$ cat src/lprt_pkg.sv
`timescale 1ns / 1ps
// Shared types, codes and helpers for the longest prefix route table.
package lprt_pkg;

  localparam int TABLE_ENTRIES_DEF = 64;

  localparam logic [1:0] MODE_INSERT = 2'd0;
  localparam logic [1:0] MODE_DELETE = 2'd1;
  localparam logic [1:0] MODE_LOOKUP = 2'd2;

  localparam logic [1:0] ST_OK   = 2'd0;
  localparam logic [1:0] ST_MISS = 2'd1;
  localparam logic [1:0] ST_FULL = 2'd2;

  localparam logic [5:0] MAX_LEN = 6'd32;

  typedef struct packed {
    logic [1:0]  mode;
    logic [31:0] address;
    logic [5:0]  prefix_length;
    logic [7:0]  interface_index;
    logic [31:0] next_hop;
  } req_t;

  typedef struct packed {
    logic [1:0]  status;
    logic [31:0] out_next_hop;
    logic [7:0]  out_interface;
  } rsp_t;

  typedef struct packed {
    logic        valid;
    logic [31:0] prefix;
    logic [5:0]  length;
    logic [7:0]  ifc;
    logic [31:0] nh;
  } entry_t;

  typedef struct packed {
    logic clear;
    logic sample;
  } scan_ctrl_t;

  typedef struct packed {
    logic exact_hit;
    logic free_hit;
    logic best_hit;
  } scan_flags_t;

  typedef enum logic [2:0] {
    S_CLEAR,
    S_IDLE,
    S_SCAN,
    S_DRAIN,
    S_FINISH
  } state_t;

  function automatic logic [31:0] len_mask(input logic [5:0] len);
    logic [31:0] m;
    if (len == 6'd0) begin
      m = 32'h0;
    end else if (len >= MAX_LEN) begin
      m = 32'hffff_ffff;
    end else begin
      m = 32'hffff_ffff << (MAX_LEN - len);
    end
    return m;
  endfunction

endpackage

$ cat src/lprt_scan.sv
`timescale 1ns / 1ps
// Per-entry match logic and running exact, free and longest-match results.
module lprt_scan import lprt_pkg::*; #(
  parameter  int TABLE_ENTRIES = TABLE_ENTRIES_DEF,
  localparam int IDX_W         = (TABLE_ENTRIES > 1) ? $clog2(TABLE_ENTRIES) : 1
) (
  input  logic              clk,
  input  logic              rst,
  input  scan_ctrl_t        ctrl,
  input  logic [31:0]       key,
  input  logic [5:0]        len,
  input  entry_t            rd_data,
  input  logic [IDX_W-1:0]  rd_idx,
  output scan_flags_t       flags,
  output logic [IDX_W-1:0]  exact_slot,
  output logic [IDX_W-1:0]  free_slot,
  output logic [31:0]       best_nh,
  output logic [7:0]        best_ifc
);

  logic       is_exact;
  logic       is_free;
  logic       is_match;
  logic       is_better;
  logic [5:0] best_len;

  always_comb begin
    is_exact  = rd_data.valid && (rd_data.prefix == key) && (rd_data.length == len);
    is_free   = !rd_data.valid;
    is_match  = rd_data.valid && ((key & len_mask(rd_data.length)) == rd_data.prefix);
    is_better = is_match && (!flags.best_hit || (rd_data.length > best_len));
  end

  always_ff @(posedge clk) begin
    if (rst || ctrl.clear) begin
      flags <= '0;
    end else if (ctrl.sample) begin
      if (is_exact) flags.exact_hit <= 1'b1;
      if (is_free)  flags.free_hit  <= 1'b1;
      if (is_better) flags.best_hit <= 1'b1;
    end
  end

  always_ff @(posedge clk) begin
    if (ctrl.sample) begin
      if (is_exact && !flags.exact_hit) exact_slot <= rd_idx;
      if (is_free && !flags.free_hit)   free_slot  <= rd_idx;
      if (is_better) begin
        best_len <= rd_data.length;
        best_nh  <= rd_data.nh;
        best_ifc <= rd_data.ifc;
      end
    end
  end

endmodule

$ cat config.mk
export PLATFORM = sky130hd
export DESIGN_NAME = lprt_scan
export DESIGN_NICKNAME = d
export VERILOG_FILES = /design/src/lprt_pkg.sv /design/src/lprt_scan.sv
export SDC_FILE = /design/constraint.sdc
export NUM_CORES = 1
export LEC_CHECK = 0
export BUFFER_PORTS_ARGS = -buffer_cell sky130_fd_sc_hd__buf_2
export CAP_MARGIN = 15
export CORE_ASPECT_RATIO = 0.7
export CORE_MARGIN = 5
export CORE_UTILIZATION = 45
export DETAILED_ROUTE_END_ITERATION = 8
export HOLD_SLACK_MARGIN = 0.08
export PLACE_DENSITY = 0.82
export SYNTH_ARGS = -nofsm -noshare
export SYNTH_HDL_FRONTEND = slang
export SYNTH_SLANG_ARGS = --single-unit
$ cat constraint.sdc
create_clock -name clk -period 7.2 [get_ports clk]
set_input_delay 1.44 -clock clk [delete_from_list [all_inputs] [get_ports clk]]
set_output_delay 1.44 -clock clk [all_outputs]
set_load 0.01 [all_outputs]
==> key figures, run 1 <==
Finish
  – P&R area growth vs syn: 29.6%
  – Number of fill cells: just over 800
  – Nets: 787
  – Fin util: roughly 60%
  – Final instance area: 5830 sq um
  – Fraction of layout cells with a size suffix above 1: 32.5%
  – ANT cells: 0
  – Sequential Area: 1800 sq um
  – Multi-input gate area: approximately 2500 sq um

Synthesis
  – Sequential element share of the synthesized area: 40.1%
  – Synthesized Nets: 614
  – Gate Count Post-Synth: 477
  – Synth Register Bits: 61
  – Most common cell in the netlist: edfxtp_1
  – Yosys warns: 0
  – Synth Cell Area: 4500 sq um
  – Syn Area/Cell: roughly 9.4 sq um
  – Predominant post-synthesis flop cell: edfxtp_1
  – Number of synthesized flops with an enable pin: 58
  – Post-synth top cells: edfxtp_1, inv_1, o21ai_0
  – Yosys cell types: slightly above 70
  – Biggest area consumer among synthesized cells: edfxtp_1
  – Synth area leaders: edfxtp_1, xnor2_1, nand4_1
  – Area share of the largest cell type after synthesis: approximately two fifths
  – Async set or reset register ratio after synthesis: 0%

Global route
  – Global-route wire length before repair: 31.0 mm
  – Initial antenna violation count: 0
  – Largest net degree at the start of global routing: between 40 and 50
  – Vias in the first global route: 4966
  – Remaining Overflow, GRT: 0
  – Tot GR Track Use: 34.9%

Routing
  – Starting DRT DRC Count: 960
  – Antenna viol nets, final: 0
  – Drt total wl: ~22 mm
  – Routed WL per cell: 27.9 microns
  – DRC Markers: 0
  – Via/cell ratio: 6.72
  – Pre-antenna DRT Iters: 6
  – Vias: 5264

Hold path
  – Hold Crit Start: flags[2]
  – Tightest Hold Check Type: reg -> reg
  – Worst Hold Depth: 2
  – WHS Endpoint: flags[2]

STA
  – Final setup fails: 0
  – Final period utilization: 77.1%
  – Relative slew margins: 21.0%
  – RSZ-0062 raised after global routing: no
  – Final hold violations: 0
  – Hold slack: between 0.5 and 0.6 ns
  – Worst setup margin: 1.65 ns
  – Max-slew violation count: 0
  – Post-Route Setup TNS: 0 ns
  – Fmax: 180 MHz
  – Minimum clock period: 5.55 ns
  – Slew @ Worst Pin: ~1.2 ns
  – Setup Skew: 0.00529 ns

Setup path
  – Arrival time at the worst endpoint: 5.51 ns
  – Critical path's slowest cell: or4_1
  – CP Class: in -> reg
  – R2r endpoint: best_nh[9]
  – Delay-heaviest family, CP: simple AND/OR/NAND/NOR gates
  – Crit path max fanout: 46
  – CP required: 7.16 ns
  – R2R setup slack: ~3.5 ns
  – CP Launch Type: input pin
  – CP max stage delay: about 0.6 ns
  – RR Startpoint: best_len[3]
  – Worst-path cell chain: buf_2, inv_1, ha_1, or3b_1, xnor2_1, nor2_1, nand3_1, nand4_1, or4_1, nor4_4, buf_4
  – Worst-case reg-to-reg path depth: 10
  – Critical Path End Type: flip-flop
  – Buf/Inv on CP: 3

Placed design
  – Final HPWL DP: 17.5 mm
  – RD Place Congestion: 1.13
  – Number of port buffers: 181
  – Placed Area: roughly 5500 sq um
  – Pre-CTS WS: 1.44 ns

Status
  – Outcome: finished, final reports clean

Run
  – Maxcap violations: 0

Clocking
  – Worst-path clk slew: 0.05 ns
  – Resized Gates After CTS: 0
  – Number of setup buffers added after CTS: 0
  – CTS Sinks: 61
  – CTS tree: yes
  – Max Root-Sink Buffers: 2
  – Root Buffer: clkbuf_16
  – H-tree levels: 3
  – Skew-Pair Late Insertion Delay: about 0.32 ns
  – Total CTS buffers: 9
  – CTS Hold Buffers Added: 0

Floorplan
  – Die Y-Extent: 93.6 microns
  – Num ports: 182
  – Die width: 129 microns
  – Starting density of the core: 46.3%
  – Die ar.: 12100 sq um
  – Core area: 9720 sq um
  – Cell Rows: 30

Power
  – Pleak: 2.35 nW
  – Pwr dens: 192 nW/um^2
  – Maximum VDD drop: 0.000202 V
-- kinds of logic after synthesis --
family / share of synthesized area [%]
DFF: 40.1
muxes: 0.473
AOI/OAI and AO/OA: 21.7
xor gates and xnor gates: 5.45
and+or+nand+nor: 24.8
buffers and inverters: 4.42
adders and majority gates: 3.01
-- power by group --
| part | switching [mW] | internal [mW] |
|---|---|---|
| clock | 0.146 | 0.336 |
| combinational | 0.157 | 0.0867 |
| sequential | 0.000549 | 0.390 |
| total | 0.304 | 0.813 |
-- stage by stage --
step / cells / total power [mW]
2_1_floorplan: 477 / 0.519
3_3_place_gp: 767 / 0.629
3_5_place_dp: 767 / 0.626
4_1_cts: 783 / 1.10
5_1_grt: 783 / 1.15
6_report: 783 / 1.12
-- state kept, by name (all words and copies together) (netlist names) --
name and count:
best_nh 32, free_slot 6, flags 3, best_ifc 8
exact_slot 6, best_len 6
-- metal layers --
metal  global-route usage (%)  vias up  share of wire (%)
met1                     48.7     2490                 39
li1                         -     2207                  -
met4                     8.30        0                2.9
met2                     49.9      483                 42
met5                        0        -                  0
met3                     14.8       84                 16
-- worst max-delay path by stage --
stage	startpoint	endpoint	cells past startpoint
floorplan	rd_data[41]	best_ifc[0]	12
global route	rd_data[41]	best_nh[21]	11
detailed placement	rd_data[40]	best_nh[7]	11
CTS	rd_data[40]	best_nh[21]	11
global placement	rd_data[40]	best_nh[7]	11
finish	rd_data[41]	best_nh[9]	11
-- cells in the final DEF (no fill, tap or decap), types with 4 or more instances in the layout --
cell type and count:
a211o_1 4, a211oi_1 7, a21oi_1 21, a22oi_1 16
a32oi_1 4, and2_1 5, and3_1 4, buf_2 181
buf_4 4, clkbuf_16 9, edfxtp_1 58, ha_1 10
inv_1 25, nand2_1 23, nand2b_1 21, nand3_1 14
nand3b_1 4, nand4_1 24, nand4b_1 4, nor2_1 24
nor2b_1 18, nor3_1 11, nor3b_1 5, nor4_1 9
nor4b_1 4, o2111ai_1 4, o21ai_0 25, o22ai_1 7
o31ai_1 6, or2_2 4, or4_1 8, xnor2_1 18
xor2_1 10
-- cell type report --
cell class,count,share of cell area [%]
Sequential cell,61,30.9
Clock inverter,5,1.70
Tap cell,128,2.75
Multi-Input combinational cell,368,43.0
Clock buffer,11,3.99
Inverter,25,1.61
Timing Repair Buffer,185,16.1
-- worst reg2reg max path, cell delays in order (launching register included) --
cell and delay [ns]:
edfxtp_1 0.33, inv_1 0.05, ha_1 0.29, a21o_1 0.12, a21oi_1 0.07, o221ai_1 0.35, nand2_1 0.12, or4_1 0.58
or4_1 0.62, nor4_4 0.28, buf_4 0.52
No activity file was read; power rests on OpenSTA's default activity.
==> run 2: changes to the inputs <==
clock period = 4.6 ns   (was 7.2 ns; I/O delays follow)
==> key figures, run 2 (synthesized netlist as in run 1, its figures left out) <==
Finish
  – ANT cells: 0
  – Nets: 794
  – Number of fill cells: 850
  – Largest Register: best_nh
  – Most common cell after layout, fill and taps aside: buf_2
  – Commonest non-fill, non-tap cells in the layout: buf_2, edfxtp_1, nor2_1, o21ai_0, nand4_1
  – P&R area growth vs syn: 32.1%
  – Top flop regs: best_nh (32), best_ifc (8)
  – Final instance area: 5940 sq um
  – Max reg flops: 32
  – Fraction of layout cells with a size suffix above 1: 34.6%

Clocking
  – Max Root-Sink Buffers: 2
  – H-tree levels: 3
  – CTS Hold Buffers Added: 0
  – Resized Gates After CTS: 0
  – CTS Sinks: roughly 60
  – Root Buffer: clkbuf_16
  – Skew-Pair Late Insertion Delay: 0.33 ns
  – Total CTS buffers: 9
  – Number of setup buffers added after CTS: 0
  – Worst-path clk slew: 0.05 ns
  – CTS tree: yes

Global route
  – Tot GR Track Use: 32.5%
  – Largest net degree at the start of global routing: 47
  – Global-route wire length before repair: approximately 29 mm
  – Initial antenna violation count: 0
  – Remaining Overflow, GRT: 0
  – Vias in the first global route: 4801

Routing
  – Via/cell ratio: 6.48
  – Vias: 5120
  – Pre-antenna DRT Iters: 6
  – Antenna viol nets, final: 0
  – Starting DRT DRC Count: about 740
  – Routed WL per cell: 25.9 microns
  – DRC Markers: 0
  – Drt total wl: between 20 and 25 mm

STA
  – Final period utilization: 92.9%
  – Minimum clock period: 4.27 ns
  – RSZ-0062 raised after global routing: no
  – Post-Route Setup TNS: 0 ns
  – Setup Skew: approximately 0.007 ns
  – Final hold violations: 0
  – Relative slew margins: 38.0%
  – Fmax: between 200 and 250 MHz
  – Final setup fails: 0
  – Slew @ Worst Pin: 0.920 ns
  – Max-slew violation count: 0

Setup path
  – R2R setup slack: between 1.5 and 2 ns
  – Worst-case reg-to-reg path depth: 10
  – Critical Path End Type: flip-flop
  – CP required: 4.61 ns
  – RR Startpoint: best_len[3]
  – CP Class: in -> reg
  – R2r endpoint: best_nh[26]
  – Arrival time at the worst endpoint: 4.28 ns
  – CP Launch Type: input pin
  – Crit path max fanout: 46

Hold path
  – Tightest Hold Check Type: reg -> reg
  – WHS Endpoint: flags[2]
  – Worst Hold Depth: 2
  – Hold Crit Start: flags[2]

Power
  – Pwr dens: 291 nW/um^2
  – Maximum VDD drop: around 0.00018 V
  – Pleak: 2.40 nW

Run
  – Maxcap violations: 0

Placed design
  – Placed Area: 5610 sq um
  – RD Place Congestion: 1.15
  – Final HPWL DP: 16.6 mm
  – Number of port buffers: 181

Floorplan
  – Starting density of the core: 46.3%
  – Die Y-Extent: 93.6 microns
  – Die ar.: 12100 sq um
  – Num ports: 182
  – Core area: 9720 sq um
  – Die width: 129 microns
  – Cell Rows: 30

Status
  – Outcome: finished, final reports clean
## run 2: critical path: stages
cell     delay (ns)
buf_2          0.20
inv_8          0.10
ha_4           0.25
or3b_1         0.60
xnor2_4        0.28
or4_1          0.44
a22oi_1        0.22
nand3_1        0.18
or4_4          0.57
nor4_4         0.22
buf_12         0.30
## run 2: final cells by class
class	count	area (sq um)	share of cell area, %
multi-input combinational	368	2550	42.9
sequential	61	1800	30.3
timing repair buffer	192	1000	16.9
clock buffer	9	225	3.79
tap	128	160	2.70
inverter	25	104	1.75
clock inverter	7	98.8	1.66
## run 2: power by group
| part | switching (mW) | internal, mW | total (mW) | leakage (nW) |
|---|---|---|---|---|
| logic | 0.247 | 0.144 | 0.392 | 1.69 |
| clock network | 0.252 | 0.476 | 0.728 | 0.156 |
| registers | 0.000678 | 0.611 | 0.611 | 0.548 |
| total | 0.500 | 1.23 | 1.73 | 2.40 |
## run 2: worst max path at each step
stage | from | end | cells past startpoint
3_5_place_dp | rd_data[41] | best_nh[7] | 11
5_1_grt | rd_data[41] | best_ifc[5] | 11
3_3_place_gp | rd_data[41] | best_len[0] | 11
6_report | rd_data[41] | best_nh[26] | 11
2_1_floorplan | rd_data[41] | best_ifc[0] | 11
4_1_cts | rd_data[41] | best_nh[26] | 11
## run 2: through the flow
step / worst slack (ns) / util, % / cells / power [mW] / hold WS (ns)
after floorplan: -0.438 / - / 477 / 0.825 / 0.491
after global placement: 0.146 / 57.7 / 774 / 0.990 / 0.462
after detailed placement: 0.0979 / 57.7 / 774 / 0.989 / 0.494
after CTS: 0.455 / 61.1 / 790 / 1.72 / 0.502
after global routing: 0.272 / 61.1 / 790 / 1.78 / 0.541
final: 0.328 / 61.1 / 790 / 1.73 / 0.506
## run 2: metal layers
metal  up-vias  wire, microns  share of wire, %  track usage [%]
li1       2220              -                 -                -
met1      2385           7800                38             43.4
met2       444           8640                42             46.6
met3        69           3390                17             15.1
met4         2            606               3.0             9.60
met5         -             58              0.28             4.07
==> run 3: changes to the inputs <==
ABC_AREA = 1   (was unset)
CORE_UTILIZATION = 46   (was 45)
CTS_CLUSTER_DIAMETER = 50   (was unset)
clock period = 5 ns   (was 4.6 ns; I/O delays follow)
==> key figures, run 3 <==
Status
  – Outcome: finished, final reports clean

Power
  – Reg power frac: 39.3%
  – P_sw: ~0.39 mW
  – Clock Power Share: 41.7%
  – Combinational fraction of design power: 19.0%
  – Pwr dens: 258 nW/um^2
  – Sw frac: 27.0%
  – Maximum VDD drop: ~0.00022 V
  – P_int: 1.05 mW
  – Pleak: 2.87 nW

Synthesis
  – Yosys cell types: 28
  – Most common cell in the netlist: nand2_1
  – Syn Area/Cell: 7.17 sq um
  – Synth Register Bits: between 60 and 70
  – Sequential element share of the synthesized area: 42.8%
  – Number of synthesized flops with an enable pin: 58
  – Biggest area consumer among synthesized cells: edfxtp_1
  – Gate Count Post-Synth: 587
  – Synthesized Nets: 724
  – Async set or reset register ratio after synthesis: 0%
  – Synth area leaders: edfxtp_1, nand2_1, nor2_1
  – Predominant post-synthesis flop cell: edfxtp_1
  – Post-synth top cells: nand2_1, nor2_1, inv_1
  – Synth Cell Area: 4210 sq um
  – Yosys warns: 0
  – Area share of the largest cell type after synthesis: 41.4%

Finish
  – Max reg flops: 32
  – Top flop regs: best_nh (32), best_ifc (8)
  – Most common cell after layout, fill and taps aside: nand2_1
  – Sequential Area: 1800 sq um
  – Nets: 913
  – Multi-input gate area: 2070 sq um
  – Commonest non-fill, non-tap cells in the layout: nand2_1, buf_2, nor2_1
  – Largest Register: best_nh
  – P&R area growth vs syn: 31.6%
  – Number of fill cells: approximately 830
  – Fraction of layout cells with a size suffix above 1: ~28%

STA
  – Final setup fails: 0
  – Max-slew violation count: 0
  – Fmax: 246 MHz
  – Post-Route Setup TNS: 0 ns
  – Relative slew margins: 35.5%
  – Slew @ Worst Pin: 0.960 ns
  – Setup Skew: 0.00523 ns
  – Worst setup margin: 0.941 ns
  – Final period utilization: 81.2%
  – RSZ-0062 raised after global routing: no
  – Final hold violations: 0
  – Minimum clock period: 4.06 ns

Setup path
  – Worst-path cell chain: buf_2, inv_1, ha_1, nand2_1, nor2_1, nand2_2, nand2_2, nor2_1, nand3_1, nand2_1, nor2_1, nand2_1, nor2_1, nand3_1, nor2_4, buf_4
  – Crit path max fanout: between 40 and 50
  – Worst path most repeated cell: nor2_1
  – CP Class: in -> reg
  – Delay-heaviest family, CP: simple AND/OR/NAND/NOR gates
  – Critical path's slowest cell: buf_4
  – CP required: 4.95 ns
  – CP Launch Type: input pin
  – CP max stage delay: 0.49 ns
  – Critical Path End Type: flip-flop
  – Buf/Inv on CP: 3
  – Arrival time at the worst endpoint: 4.01 ns

Routing
  – Vias: 4673
  – Via/cell ratio: 5.16
  – Starting DRT DRC Count: 475
  – Drt total wl: 15.1 mm
  – DRC Markers: 0
  – Routed WL per cell: 16.6 microns
  – Antenna viol nets, final: 0
  – Pre-antenna DRT Iters: 6

Global route
  – Vias in the first global route: 4410
  – Tot GR Track Use: around 26%
  – Met3 usage: around 8.6%
  – Met2 GRT Util: 40.2%
  – Remaining Overflow, GRT: 0
  – Largest net degree at the start of global routing: 48
  – Global-route wire length before repair: between 20 and 25 mm
  – Global routing usage on met1: about 35%
  – Initial antenna violation count: 1
  – Most Used Layer, Global Route: met2

Placed design
  – Pre-CTS WS: 0.756 ns
  – Number of port buffers: 181
  – RD Place Congestion: 1.09
  – Final HPWL DP: 12.3 mm

Floorplan
  – Cell Rows: 29
  – Die ar.: 11200 sq um
  – Num ports: 182
  – Starting density of the core: between 40 and 50%
  – Die width: 124 microns
  – Core area: 9000 sq um
  – Die Y-Extent: 90.0 microns

Clocking
  – CTS Hold Buffers Added: 0
  – Worst-path clk slew: 0.05 ns
  – CTS tree: yes
  – Number of setup buffers added after CTS: 0
  – Total CTS buffers: 9
  – Skew-Pair Late Insertion Delay: 0.32 ns
  – Root Buffer: clkbuf_16
  – H-tree levels: 3
  – CTS Sinks: 61
  – Max Root-Sink Buffers: 2
  – Resized Gates After CTS: 0

Run
  – Maxcap violations: 0

Hold path
  – Tightest Hold Check Type: reg -> reg
[run 3: changes by cell type in the layout (fill, tap and decap cells not counted), moves of 16 or more]
cell	delta
nor2_1	+66
a22oi_1	-16
nand2_1	+185
a21oi_1	-18
nand2b_1	-21
nor2b_1	-18
inv_1	+57
nand3_1	+26
[run 3: path summary, 6_finish.rpt]
path	start	to	slack (ns)	depth (start not counted)
worst max-delay path	rd_data[40]	best_ifc[0]	0.94	16
worst min register to register	flags[2]	flags[2]	0.48	2
worst min-delay path	flags[2]	flags[2]	0.48	2
worst max register to register	best_len[5]	best_ifc[0]	2.10	17
[run 3: worst min-delay path, stage by stage, from the launching register on]
cell and delay, ns:
dfxtp_1 0.32, inv_1 0.06, a21oi_1 0.05
[run 3: final cells by class]
type	count	share of cell area, %
Multi-Input combinational cell	441	37.4
Sequential cell	61	32.5
Timing Repair Buffer	182	16.5
Inverter	81	5.49
Clock buffer	10	4.13
Tap cell	124	2.80
Clock inverter	6	1.15
Antenna cell	1	0.0452
[run 3: power by group through the flow]
stage          clock, mW  sequential, mW  combinational [mW]
2_1_floorplan          0           0.575               0.145
3_3_place_gp           0           0.573               0.257
3_5_place_dp           0           0.573               0.261
4_1_cts            0.604           0.563               0.263
5_1_grt            0.623           0.563               0.300
6_report           0.598           0.563               0.272
[run 3: logic make-up (layout without fill, tap and decap cells)]
group                    count (synthesis)  in the layout  synth area share, %
buffers and inverters                   85            279                 8.12
other                                    0              1                    0
adder cells (fa/ha/maj)                 10             10                 2.97
XOR/XNOR                                14             14                 2.91
AND/OR/NAND/NOR                        398            398                 40.6
AO/OA/AOI/OAI                           19             19                 2.59
flip-flops                              61             61                 42.8
[run 3: metal layers]
metal,routed length (microns),vias up
met3,1990,23
met1,6120,2099
met4,240,0
met2,6720,290
li1,-,2261
met5,0,-
[run 3: through the flow]
step	utilization, %	power (mW)	instance area [sq um]	cells	hold WS [ns]
final	61.6	1.43	5540	906	0.477
after floorplan	-	0.720	4210	587	0.484
after global placement	58.3	0.830	5250	889	0.458
after global routing	61.6	1.49	5540	906	0.519
after detailed placement	58.3	0.834	5250	889	0.476
after CTS	61.5	1.43	5540	905	0.481
